**src/rtl/core/shg_pkg.sv**
```systemverilog
// Package with shared types and codes of the spatial hash grid core.
`timescale 1ns / 1ps
package shg_pkg;
  localparam logic [1:0] CMD_CLEAR    = 2'd0;
  localparam logic [1:0] CMD_INSERT   = 2'd1;
  localparam logic [1:0] CMD_QUERY    = 2'd2;
  localparam logic [1:0] CMD_RESERVED = 2'd3;

  localparam logic [1:0] ST_ENTRY = 2'd0;
  localparam logic [1:0] ST_DONE  = 2'd1;
  localparam logic [1:0] ST_FULL  = 2'd2;
  localparam logic [1:0] ST_NONE  = 2'd3;

  localparam logic [1:0] REG_CELL_SIZE = 2'd0;
  localparam logic [1:0] REG_PRIME_X   = 2'd1;
  localparam logic [1:0] REG_PRIME_Y   = 2'd2;

  // One command handed from the front to the back: a command, its particle id and its nine bucket hashes.
  typedef struct packed {
    logic [1:0]       command;
    logic [15:0]      particle_id;
    logic [8:0][31:0] hashes;
  } cmd_t;
endpackage

```
**src/rtl/core/shg_fifo.sv**
```systemverilog
// Two-entry queue between the front and back ends.
`timescale 1ns / 1ps
module shg_fifo (
  input  logic          clk_i,
  input  logic          rst_ni,
  input  logic          wr_valid_i,
  output logic          wr_ready_o,
  input  shg_pkg::cmd_t wr_data_i,
  output logic          rd_valid_o,
  input  logic          rd_ready_i,
  output shg_pkg::cmd_t rd_data_o
);
  shg_pkg::cmd_t mem_q [2];
  logic       wp_q, rp_q;
  logic [1:0] cnt_q;
  logic       wr, rd;

  assign wr_ready_o = (cnt_q != 2'd2);
  assign rd_valid_o = (cnt_q != 2'd0);
  assign rd_data_o  = mem_q[rp_q];
  assign wr = wr_valid_i && wr_ready_o;
  assign rd = rd_valid_o && rd_ready_i;

  always_ff @(posedge clk_i or negedge rst_ni) begin
    if (!rst_ni) begin
      wp_q <= 1'b0; rp_q <= 1'b0; cnt_q <= '0;
    end else begin
      if (wr) wp_q <= ~wp_q;
      if (rd) rp_q <= ~rp_q;
      cnt_q <= cnt_q + 2'(wr) - 2'(rd);
    end
  end

  always_ff @(posedge clk_i) begin
    if (wr) mem_q[wp_q] <= wr_data_i;
  end
endmodule

```
**config.mk**
```make
export PLATFORM = sky130hd
export DESIGN_NAME = shg_fifo
export DESIGN_NICKNAME = d
export VERILOG_FILES = /design/src/rtl/core/shg_pkg.sv /design/src/rtl/core/shg_fifo.sv
export SDC_FILE = /design/constraint.sdc
export NUM_CORES = 1
export LEC_CHECK = 0
export ABC_AREA = 1
export ABC_CLOCK_PERIOD_IN_PS = 15400
export BUFFER_PORTS_ARGS = -buffer_cell sky130_fd_sc_hd__buf_2
export CAP_MARGIN = 20
export CORE_ASPECT_RATIO = 0.6
export CORE_MARGIN = 2
export CORE_UTILIZATION = 42
export DETAILED_ROUTE_END_ITERATION = 8
export PLACE_DENSITY = 0.69
export SLEW_MARGIN = 20
export SYNTH_ARGS = -nofsm -noshare
export SYNTH_HDL_FRONTEND = slang
export SYNTH_SLANG_ARGS = --single-unit
```
**constraint.sdc**
```tcl
create_clock -name clk_i -period 15.4 [get_ports clk_i]
set_clock_uncertainty 0.15 [all_clocks]
set_input_delay 2.31 -clock clk_i [delete_from_list [all_inputs] [get_ports clk_i]]
set_output_delay 2.31 -clock clk_i [all_outputs]
set_load 0.02 [all_outputs]
```
# Word level (Yosys, flattened, before mapping)
# Memory sizes are Yosys's and may differ from the RTL's.
# Index checks and enable logic that the tools add are counted.
# word_totals
ramBits,612
regBits,4
memories,1
wordCells,14
# mem_list
memory,words,width,rd,rd_clocked_by_memory_dff,wr,line_no,source
mem_q,2,306,1,0,1,shg_fifo.sv:13,shg_pkg::cmd_t mem_q [2];
# classes
add_sub_neg,2
n_bitwise,2
n_reduce_logical,3
eq_ne,1
mux,2
# op_table
cell,count
$add A2 B1 Y2,1
$logic_and A1 B1 Y1,2
$mux W1,2
$ne A2 B2 Y1 const B,1
$not A1 Y1,2
$reduce_bool A2 Y1,1
$sub A2 B1 Y2,1

# Depth between registers and ports, before layout
# logic_depth
word_depth,4
mapped_depth,10
ltp_nobuf,10

# Least setup slack after synthesis
# No wires, ideal clock.
# synth_timing
path_kind,in2reg
from,in wr_valid_i
to,mem mem_q[1][0] (netlist name) (enable)
slack_ns,-0.800
cell_stages,2
setup_ns,0.980
arrival_time_ns,15.070
cell_sequence,nand2_1 -> nor2_1
# synth_via
elab_chain_len,3
# synth_rtl
item,line_no,source
from (decl),shg_fifo.sv:6,"input logic wr_valid_i,"
$logic_and A1 B1 Y1,shg_fifo.sv:21,assign wr = wr_valid_i && wr_ready_o;
$mux W1,shg_fifo.sv:35,if (wr) mem_q[wp_q] <= wr_data_i;
$mux W1 (not written as such),shg_fifo.sv:35,
to (decl),shg_fifo.sv:13,
# No other way between the ends.

==> impl_results.md <==
* IO Port Bufs at ~600
* Setup Total Neg Slack at 0 ns
* Largest net degree at the start of global routing at about 140
* Core area at around 53000 µm²
* Die span in y at 183 µm
* Worst slew margin at 28.1%
* Switching power at 2.20 mW
* CP startpoint kind: register
* Layout cells sized above 1 at a little under a third
* Period utilisation layout at between 40% and 50%
* Final net count at 2561
* Drt wl/cell at 17.9 µm
* CTS tree: yes
* Root buf cell: clkbuf_16
* HPWL after DPL at ~36000 µm
* Die width at roughly 300 µm
* Worst reg2reg endpoint: mem_q[0][231]
* RePlAce Congestion at 0.870
* Hold Fails Final Rpt at 0
* Slew @ Worst Pin at 1.08 ns
* Sequential share of the synthesized area at between 80% and 90%
* Gate count after technology mapping at 1629
* Int Power at 3.58 mW
* Pins Over Slew Limit at 0
* DR iter-0 viols at approximately 1100
* Cts bufs inserted at 54
* Flops & latches, synth at 616
* Initial antenna violation count at 11
* Internal reg-to-reg setup slack at 10.96 ns
* Post-Route Utilization at around 53%
* WL final at between 50000 and 60000 µm
* Final setup vio count at 0
* WHS at 0.357 ns
* Max cap viols at 0
* DR vias/cell at 4.76
* Most common cell after layout, fill and taps aside: nand2_1
* CP max stage cell: buf_4
* Cell Area, Synth at 22400 µm²
* Worst-path clk slew at 0.07 ns
* Die area at 55200 µm²
* Avg Cell Area, Syn at 13.7 µm²
* Post-CTS sizing at 0
* Post-CTS Repair Setup Buffers at 0
* Peak supply drop at roughly 150 µV
* Worst-skew pair later-pin latency at 0.58 ns
* IO Pins at slightly above 600
* # H-tree levels at 2
* Hold WC Path Type: register to register
* Layout area overhead at 25.0%
* Worst hold start: wp_q
* Final ANT Viol Nets at 0
* Non-Filler Instances at 3003
* Cts hold-fix bufs at 0
* GR Overflow Total at 0
* Hold path depth at 2
* Power per cell area at between 200 and 250 nW/µm²
* Yosys warns at 0
* CTS max path bufs at 3
* Vias at 14295
* # rows at 65
* Arrival time worst endpoint at between 4 and 5 ns
* Commonest cells after routing, fill and taps aside: 931 x nand2_1, 617 x buf_2, 612 x edfxtp_1
* Cell count after placement at 2895
* Setup crit end kind: output pin
* Final min period at about 6.7 ns
* Final worst slack at approximately 8.7 ns
* Worst reg2reg path startpoint: cnt_q[0]
* Critical path fanouts, max at 140
* Seq pwr share at 41.4%
* Worst-path cell chain: inv_8 > buf_4 > buf_4 > nand2_1 > nand2_1 > buf_2
* Clock Sink Count at a little over 600
* Leakage at 12.0 nW
* Pre-CTS setup slack at 8.89 ns
* Synth cell types at 11
* First-pass GRT wire length at 77700 µm
* Worst Path Required at 12.94 ns
* Net Sw Frac at between 30% and 40%
* Filler cells at 4353
* Crit-path max cell delay at 0.90 ns
* Clock share of power at 23.6%
* DRC at 0
* Detailed-router iteration count before antenna repair at 5
* GR Util All Layers at ~18%
* Starting density of the core at 42.5%
* Status: complete, no violations
* Comb pwr share at 34.9%
* Kind of critical path: register to output pin
* FMAX at 0.149 GHz
* RSZ-0062 raised after global routing: false
* Reg2reg path depth at 8
* Number of global-route vias before repair at 13795
* Hold EP: wp_q
* Syn_nets at 1941
## flip-flops by register name, summed over array words and instances (netlist names)
| name | cells |
|---|---|
| wp_q | 1 |
| cnt_q | 2 |
| mem_q | 612 |
| rp_q | 1 |
## how the worst max path moves through the flow
stage | from | endpoint | cells past startpoint
after global routing | rp_q | rd_data_o[89] | 6
after CTS | rp_q | rd_data_o[148] | 6
after detailed placement | wr_valid_i | mem_q[0][126] | 6
after floorplan | wr_valid_i | mem_q[1][0] | 2
after global placement | wr_valid_i | mem_q[0][153] | 6
final | rp_q | rd_data_o[89] | 6
## power by group through the flow
stage / Combinational [mW] / Clock (mW) / Sequential [mW]
2_1_floorplan: 1.30 / 0 / 2.50
3_3_place_gp: 2.01 / 0 / 2.42
3_5_place_dp: 2.03 / 0 / 2.44
4_1_cts: 2.04 / 1.40 / 2.40
5_1_grt: 2.19 / 1.47 / 2.43
6_report: 2.02 / 1.37 / 2.39
## layer usage
layer / GRT usage (%) / vias up / part of all wire [%]
met2: 30.7 / 527 / 49
met5: 0 / - / 0.12
li1: - / 6779 / -
met3: 4.67 / 120 / 7.7
met1: 23.5 / 6859 / 39
met4: 6.61 / 10 / 3.3
## cells in the mapped netlist (all sizes together)
master,instances,share of area (%)
edfxtp,612,82
buf,55,1.3
ha,2,0.11
clkbuf,12,0.20
dfrtp,4,0.45
nand3,3,0.067
nor2,1,0.017
nand2,931,16
inv,9,0.15
## kinds of logic (layout without fill, tap and decap cells)
kind of cell | Yosys count | in the layout | synth area share, %
other | 0 | 7 | 0
buffers and inverters | 76 | 740 | 1.63
DFF | 616 | 616 | 82.6
and+or+nand+nor | 935 | 935 | 15.7
adders and majority gates | 2 | 2 | 0.112
## stage by stage
step / area [µm²] / power, mW
after global routing: 28000 / 6.08
after CTS: 27900 / 5.84
after detailed placement: 26100 / 4.47
after floorplan: 22400 / 3.81
after global placement: 26100 / 4.44
final: 28000 / 5.78
## cell type report
type	count	area, µm²	share of cell area (%)
clock inverters	36	402	1.44
inverters	9	48.8	0.174
clock buffers	64	1390	4.96
well taps	703	880	3.14
multi-input cells	937	3550	12.7
flip-flops and latches	616	18500	66.1
repair buffers	631	3210	11.5
diodes	7	17.5	0.0626
## worst max-delay path, delay by kind of cell (launching register included)
kind / cells / cell delay, ns
buffers and inverters: 4 / 2.48
flip-flops: 1 / 0.73
AND/OR/NAND/NOR: 2 / 0.21
No activity file was read; power rests on OpenSTA's default activity.
