===== src/rtl/core/shg_pkg.sv =====
// Package with shared types and codes of the spatial hash grid core.
`timescale 1ns / 1ps
package shg_pkg;
  localparam logic [1:0] CMD_CLEAR    = 2'd0;
  localparam logic [1:0] CMD_INSERT   = 2'd1;
  localparam logic [1:0] CMD_QUERY    = 2'd2;
  localparam logic [1:0] CMD_RESERVED = 2'd3;

  localparam logic [1:0] ST_ENTRY = 2'd0;
  localparam logic [1:0] ST_DONE  = 2'd1;
  localparam logic [1:0] ST_FULL  = 2'd2;
  localparam logic [1:0] ST_NONE  = 2'd3;

  localparam logic [1:0] REG_CELL_SIZE = 2'd0;
  localparam logic [1:0] REG_PRIME_X   = 2'd1;
  localparam logic [1:0] REG_PRIME_Y   = 2'd2;

  // One command handed from the front to the back: a command, its particle id and its nine bucket hashes.
  typedef struct packed {
    logic [1:0]       command;
    logic [15:0]      particle_id;
    logic [8:0][31:0] hashes;
  } cmd_t;
endpackage


===== src/rtl/core/shg_front.sv =====
// Front end: divides positions by the cell size and hashes the 3x3 cells.
`timescale 1ns / 1ps
module shg_front #(
  parameter int COORD_BITS = 16
) (
  input  logic             clk_i,
  input  logic             rst_ni,
  input  logic             in_valid_i,
  output logic             in_ready_o,
  input  logic [1:0]       command_i,
  input  logic [15:0]      particle_id_i,
  input  logic [15:0]      pos_x_i,
  input  logic [15:0]      pos_y_i,
  input  logic [15:0]      cell_size_i,
  input  logic [31:0]      prime_x_i,
  input  logic [31:0]      prime_y_i,
  output logic             cmd_valid_o,
  input  logic             cmd_ready_i,
  output shg_pkg::cmd_t    cmd_o
);
  localparam int CB = (COORD_BITS < 16) ? COORD_BITS : 16;
  localparam int PH_IDLE = 0, PH_DIV = 1, PH_HASH = 2, PH_OUT = 3;

  logic [1:0]  phase_q, phase_d;
  logic [4:0]  cnt_q, cnt_d;
  logic [15:0] qx_q, qx_d, qy_q, qy_d;
  logic [16:0] rx_q, rx_d, ry_q, ry_d;
  logic [15:0] div_q, div_d;
  logic [31:0] mx_q, mx_d, my_q, my_d;
  shg_pkg::cmd_t cmd_q, cmd_d;
  logic [16:0] rxs, rys;
  logic [31:0] cxs, cys, px, py;
  logic [1:0]  dx, dy;

  assign in_ready_o  = (phase_q == 2'(PH_IDLE));
  assign cmd_valid_o = (phase_q == 2'(PH_OUT));
  assign cmd_o       = cmd_q;

  // One hash per cycle: cnt walks dx outer, dy inner.
  always_comb begin
    case (cnt_q)
      5'd3, 5'd4, 5'd5: dx = 2'd1;
      5'd6, 5'd7, 5'd8: dx = 2'd2;
      default: dx = 2'd0;
    endcase
    case (cnt_q)
      5'd1, 5'd4, 5'd7: dy = 2'd1;
      5'd2, 5'd5, 5'd8: dy = 2'd2;
      default: dy = 2'd0;
    endcase
    cxs = 32'(qx_q) + 32'(dx) - 32'd1;
    cys = 32'(qy_q) + 32'(dy) - 32'd1;
    px  = cxs * prime_x_i;
    py  = cys * prime_y_i;
  end

  // Restoring division of both coordinates, one quotient bit per cycle.
  always_comb begin
    rxs = {rx_q[15:0], qx_q[15]};
    rys = {ry_q[15:0], qy_q[15]};
  end

  always_comb begin
    phase_d = phase_q; cnt_d = cnt_q; qx_d = qx_q; qy_d = qy_q;
    rx_d = rx_q; ry_d = ry_q; div_d = div_q; mx_d = mx_q; my_d = my_q; cmd_d = cmd_q;
    case (phase_q)
      2'(PH_IDLE): begin
        if (in_valid_i) begin
          cmd_d.command     = command_i;
          cmd_d.particle_id = particle_id_i;
          qx_d  = 16'(pos_x_i[CB-1:0]);
          qy_d  = 16'(pos_y_i[CB-1:0]);
          rx_d  = '0; ry_d = '0;
          div_d = (cell_size_i == 16'd0) ? 16'd1 : cell_size_i;
          cnt_d = '0;
          phase_d = 2'(PH_DIV);
        end
      end
      2'(PH_DIV): begin
        if (rxs >= {1'b0, div_q}) begin
          rx_d = rxs - {1'b0, div_q}; qx_d = {qx_q[14:0], 1'b1};
        end else begin
          rx_d = rxs; qx_d = {qx_q[14:0], 1'b0};
        end
        if (rys >= {1'b0, div_q}) begin
          ry_d = rys - {1'b0, div_q}; qy_d = {qy_q[14:0], 1'b1};
        end else begin
          ry_d = rys; qy_d = {qy_q[14:0], 1'b0};
        end
        if (cnt_q == 5'd15) begin
          cnt_d = '0; phase_d = 2'(PH_HASH);
        end else begin
          cnt_d = cnt_q + 5'd1;
        end
      end
      2'(PH_HASH): begin
        // Products are registered; the xor of each pair lands in the next cycle.
        mx_d = px; my_d = py;
        if (cnt_q != 5'd0) cmd_d.hashes[4'(cnt_q - 5'd1)] = mx_q ^ my_q;
        if (cnt_q == 5'd9) begin
          phase_d = 2'(PH_OUT);
        end else begin
          cnt_d = cnt_q + 5'd1;
        end
      end
      2'(PH_OUT): begin
        if (cmd_ready_i) phase_d = 2'(PH_IDLE);
      end
      default: phase_d = 2'(PH_IDLE);
    endcase
  end

  always_ff @(posedge clk_i or negedge rst_ni) begin
    if (!rst_ni) begin
      phase_q <= 2'(PH_IDLE);
      cnt_q   <= '0;
    end else begin
      phase_q <= phase_d;
      cnt_q   <= cnt_d;
    end
  end

  always_ff @(posedge clk_i) begin
    qx_q <= qx_d; qy_q <= qy_d; rx_q <= rx_d; ry_q <= ry_d;
    div_q <= div_d; mx_q <= mx_d; my_q <= my_d; cmd_q <= cmd_d;
  end
endmodule


===== config.mk =====
export PLATFORM = sky130hd
export DESIGN_NAME = shg_front
export DESIGN_NICKNAME = d
export VERILOG_FILES = /design/src/rtl/core/shg_pkg.sv /design/src/rtl/core/shg_front.sv
export SDC_FILE = /design/constraint.sdc
export NUM_CORES = 2
export LEC_CHECK = 0
export BUFFER_PORTS_ARGS = -buffer_cell sky130_fd_sc_hd__buf_2
export CORE_MARGIN = 2
export CORE_UTILIZATION = 62
export DETAILED_ROUTE_END_ITERATION = 10
export HOLD_SLACK_MARGIN = 0.08
export PLACE_DENSITY = 0.83
export SYNTH_ARGS = -nofsm -noshare
export SYNTH_HDL_FRONTEND = slang
export SYNTH_SLANG_ARGS = --single-unit

===== constraint.sdc =====
create_clock -name clk_i -period 13.37 [get_ports clk_i]
set_input_delay 2.674 -clock clk_i [delete_from_list [all_inputs] [get_ports clk_i]]
set_output_delay 2.674 -clock clk_i [all_outputs]
set_load 0.005 [all_outputs]

After elaboration in Yosys (flattened, before gate mapping)
Index checks and enable logic that the tools add are counted.
{ "op_classes": {"n_addsub": 8, "multipliers": 2, "div_mod_pow": 0, "n_lt_le_gt_ge": 4, "eq_ne": 18, "shifts": 0, "mux": 25, "bitwise": 1, "reduce_logical": 15} }
{ "ops": {"columns": ["cell", "n"], "rows": [
  ["$bwmux 288", 1],
  ["$demux 32 s4", 1],
  ["$pmux 16 s2", 4],
  ["$mux 16", 5],
  ["$mul 18x32->32", 2],
  ["$sub 17x1->18 const B", 2],
  ["$add 16x2->17", 2],
  ["$ge 17x16->1", 2],
  ["$mux 32", 1],
  ["$sub 16x16->16", 2],
  ["$xor 32x32->32", 1],
  ["$eq 5x3->1 const B", 4],
  ["$logic_not 16->1", 1],
  ["$eq 5x4->1 const B", 3],
  ["$mux 5", 3],
  ["$pmux 5 s3", 1],
  ["$reduce_or 3->1", 4],
  ["$eq 5x2->1 const B", 2],
  ["$mux 2", 4],
  ["$ne 2x2->1 const B", 4],
  ["$pmux 2 s2", 2],
  ["$pmux 2 s4", 1],
  ["$reduce_and 2->1", 3],
  ["$add 5x1->5 const B", 1],
  ["other kinds (15)", 17]
]} }
{ "totals": {"reg_bits": 457, "latch_bits": 0, "ram_bits": 0, "mem_bits_ro": 0, "out_inout_bits": 308, "wordCells": 93, "n_memories": 0} }

Longest topological paths before layout
{ "logic_depth": {"word_depth": 6, "mapped_depth": 46, "ltp_nobuf": 45} }

Worst setup path before layout
OpenSTA, ideal clock, no wires.
{ "synth_path": {"kind": "reg-to-reg", "from": "register cnt_q[0]", "to": "register mx_q[31] (data pin)", "arrival_ns": 9.382, "t_required_ns": 13.102, "path_slack_ns": 3.720, "path_stages_with_launch": 45, "n_path_buf": 1, "path_cell_list": "dfrtp_1 > inv_1 > ha_1 > nor2b_1 > nand2_1 > nand2_1 > nand2_1 > ha_1 > inv_1 > ha_1 > fa_1 > a211oi_1 > o21bai_1 > a21oi_1 > o21bai_1 > a41o_1 > o41a_1 > a21oi_1 > [... 9 more ...] > fa_1 > inv_1 > fa_1 > fa_1 > xnor2_1 > xnor2_1 > xnor2_1 > xnor2_1 > xnor2_1 > xnor3_1 > xnor2_1 > xnor2_1 > xnor2_1 > xnor2_1 > xnor2_1 > xnor2_1 > xnor2_1 > xnor3_1"} }
{ "synth_via": {"elab_chain_cells": 6, "elab_cells_between_ends": 12} }
{ "synth_rtl": {"columns": ["item", "line_no", "rtl"], "rows": [
  ["start, declared", "shg_front.sv:25", "logic [4:0] cnt_q, cnt_d;"],
  ["start signal, assigned", "shg_front.sv:119", "cnt_q <= cnt_d;"],
  ["$eq 5x4->1, or another cell as far along", "shg_front.sv:41", "case (cnt_q)"],
  ["$reduce_or 3->1", "shg_front.sv:41", null],
  ["$pmux 2 s2 *", "shg_front.sv:41", null],
  ["$add 16x2->17 *", "shg_front.sv:51", "cxs = 32'(qx_q) + 32'(dx) - 32'd1;"],
  ["$sub 17x1->18 *", "shg_front.sv:51", null],
  ["$mul 18x32->32 *", "shg_front.sv:53", "px = cxs * prime_x_i;"],
  ["named net px[31]", "shg_front.sv:32", "logic [31:0] cxs, cys, px, py;"],
  ["end signal, assigned", "shg_front.sv:125", "div_q <= div_d; mx_q <= mx_d; my_q <= my_d; cmd_q <= cmd_d;"],
  ["end, declared", "shg_front.sv:29", "logic [31:0] mx_q, mx_d, my_q, my_d;"]
]} }
Mark *: on every way through the listed nets, which the timed path passes. The rest lies on a longest branch.
A chain may end at the register's enable or synchronous reset.

Worst setup path in the final report
Ends and elaborated chain as after synthesis.

==> reports/metrics.yaml <==
floorplan:
  die-width_microns: 270
  rows: 97
  start_util: 0.626
  die_area_sq_um: 72700
  pin_count: 442
  fp.coreArea_sq_um: 69900
  dieHeight_microns: 270
clock_tree:
  cts_buffer_depth: 3
  cts_tree: "yes"
  htreeDepth: 2
  post_cts_buffers: 0
  cts.root.buffer_cell: "clkbuf_16"
  clock_sinks: 457
  cts_resized: 0
  insertion_delay_ns: 0.61
  cts.clk_slew.worst_paths_ns: 0.06
  cts_made_buffers: 48
  holdBufCountCts: 0
grt:
  grt_max_degree: 68
  grt.overflow.total: 0
  antenna_found_initial: 7
  grt_first_pass_wirelength_microns: 169000
  grt.total_usage: 0.300
  grt_pass1_vias: 32200
route:
  drt-total-wl_microns: 107000
  antenna_left: 0
  drc: 0
  drt_iter0_markers: 2083
  vias: 30100
  wl_per_cell_microns: 19.6
  viasPerCell: 5.49
  first_pass_iters: 5
timing:
  tightest_slew_ns: 1.33
  slew_headroom: 0.109
  skew_ns: 0.0278
  finalCriticalPeriod_ns: 10.79
  period_share: 0.807
  hold_violations: 0
  fmax_mhz: 92.7
  finalMaxSlewViolations: 0
  setup_tns_ns: 0
  rsz0062_at_grt: "no"
  finalSetupViolCount: 0
placed_design:
  gp_congestion: 0.887
  placed_cells: 5384
  place.port_buffers: 441
  dp_hpwl_microns: 79800
logic_synthesis:
  synth_area_sq_um: 43800
  ys_seq_area_frac: 0.313
  avgSynthCellArea_sq_um: 10.6
  synth_edf_count: 450
  ys_types: 60
  yosys_warnings: 0
  synth_cells: 4113
  yosysTopAreaCell: "edfxtp_1"
  async_flop_share: 0.0153
  ys_ff_latch: 457
  synth.area.top_cells: "edfxtp_1, fa_1, inv_1"
  synth_ff_type: "edfxtp_1"
  synth_fp_nets: 5184
  synth_top_area_frac: 0.309
cells_and_area:
  layout.nets: 5565
  antenna_cells: 0
  regArea_sq_um: 13700
  multi_input_area_sq_um: 26100
  stdcell_count: 5473
  fillers: 5043
  syn2layout_area_growth_pct: 11.3
  drive_gt1_frac: 0.142
critical_path:
  worstSetupStartpointType: "flop"
  cp_slowest_stage_delay_ns: 0.52
  cp.required_ns: 13.71
  worstPathMaxFanout: 16
  timing_worst_setup_path_type: "flop to flop"
  cp_common_cell: "fa_1"
  crit_slowest_cell: "fa_1"
  crit_arrival_ns: 11.13
  end_kind: "flop"
flow_run:
  drv_cap: 0
hold_path:
  min-delay-path-class: "flop to flop"
run_status:
  status: "completed"
==> synth_stat cells, types with 3 or more instances <==
cell type / number
nor2b_1: 64
inv_1: 963
mux2_2: 33
xor2_1: 69
edfxtp_1: 450
a211oi_1: 5
a21oi_1: 69
xnor2_1: 115
o41ai_1: 4
o31ai_1: 5
o21a_1: 10
nand2_1: 605
or2_2: 12
a21o_1: 25
nand3_1: 18
mux2i_1: 27
clkbuf_1: 151
and3_1: 3
nand2b_1: 99
buf_1: 8
a31oi_1: 5
dfrtp_1: 7
xnor3_1: 4
a21boi_0: 9
o21bai_1: 21
o211a_1: 4
fa_1: 670
o21ai_0: 51
nor2_1: 86
a311oi_1: 3
and2_1: 173
nor3_1: 21
o211ai_1: 7
or3_1: 4
nor4_1: 4
ha_1: 267
nand4_1: 11
==> per-stage QoR <==
step                      area [sq um]  utilization  hold WS [ns]  setup WS (ns)
after global routing             48700        0.697         0.607           1.91
after CTS                        48700        0.697         0.580           2.63
after detailed placement         47200        0.675         0.568           2.65
after global placement           47200        0.675         0.550           2.88
final                            48700        0.697         0.579           2.58
after floorplan                  43800            -         0.519           3.72
==> critical path: cells and delay by family (launching register included) <==
family                     cells  cell delay, ns
adders and majority gates     11            4.29
AOI/OAI and AO/OA             12            2.68
and+or+nand+nor               13            2.41
DFF                            1            0.43
xor gates and xnor gates       1            0.40
buffers and inverters          5            0.33
==> final cells by class <==
class / instances / area share
clock buffer: 54 / 0.0251
clock inverter: 35 / 0.00645
inverter: 963 / 0.0742
multi-input combinational: 2532 / 0.536
sequential: 457 / 0.281
tap: 940 / 0.0242
timing repair buffer: 492 / 0.0532
==> metal layers <==
layer	share of wire	track usage	up-vias
li1	-	-	13300
met5	0.00048	0	-
met1	0.36	0.358	15000
met2	0.50	0.526	1477
met3	0.084	0.0541	380
met4	0.057	0.148	8
==> state kept, by name, indices dropped and copies added (netlist names) <==
signal	count
cmd_o	306
cnt_q	5
div_q	16
mx_q	32
my_q	32
phase_q	2
qx_q	16
qy_q	16
rx_q	16
ry_q	16
==> path summary, 6_finish.rpt <==
kind / slack (ns) / cells past startpoint / start / end
min in group asynchronous: 1.92 / 1 / rst_ni / phase_q[0]
min: 0.58 / 1 / qx_q[1] / qx_q[2]
max in group asynchronous: 11.27 / 1 / rst_ni / phase_q[1]
min reg2reg: 0.58 / 1 / qx_q[1] / qx_q[2]
max reg2reg: 2.58 / 42 / cnt_q[0] / mx_q[31]
max: 2.58 / 42 / cnt_q[0] / mx_q[31]
==> cells by family after synthesis <==
logic type,after synthesis,share of synthesized area
buffers and inverters,1124,0.0965
AND/OR/NAND/NOR,1107,0.118
adder cells (fa/ha/maj),937,0.383
flip-flops,457,0.313
AO/OA/AOI/OAI,239,0.0357
XOR/XNOR,189,0.0393
multiplexers,60,0.0147
==> cells in the final DEF, fill, tap and decap left out, types with 6 or more instances in the layout <==
| cell type | count |
|---|---|
| inv_1 | 963 |
| fa_1 | 670 |
| nand2_1 | 605 |
| edfxtp_1 | 450 |
| buf_2 | 441 |
| ha_1 | 265 |
| and2_1 | 166 |
| xnor2_1 | 108 |
| nand2b_1 | 99 |
| nor2_1 | 85 |
| a21oi_1 | 69 |
| nor2b_1 | 64 |
| xor2_1 | 62 |
| o21ai_0 | 51 |
| buf_4 | 51 |
| clkbuf_16 | 48 |
| mux2_2 | 33 |
| mux2i_1 | 27 |
| a21o_1 | 25 |
| o21bai_1 | 21 |
| nor3_1 | 20 |
| nand3_1 | 18 |
| or2_2 | 12 |
| nand4_1 | 11 |
| o21a_1 | 10 |
| clkinv_1 | 10 |
| a21boi_0 | 9 |
| o211ai_1 | 7 |
| and2_2 | 7 |
| clkinv_2 | 7 |
| dfrtp_1 | 7 |
| xnor2_4 | 6 |
| clkbuf_1 | 6 |
Power is not shown: default switching activity piles up to over one toggle a cycle in this logic, so the estimate is an artifact.
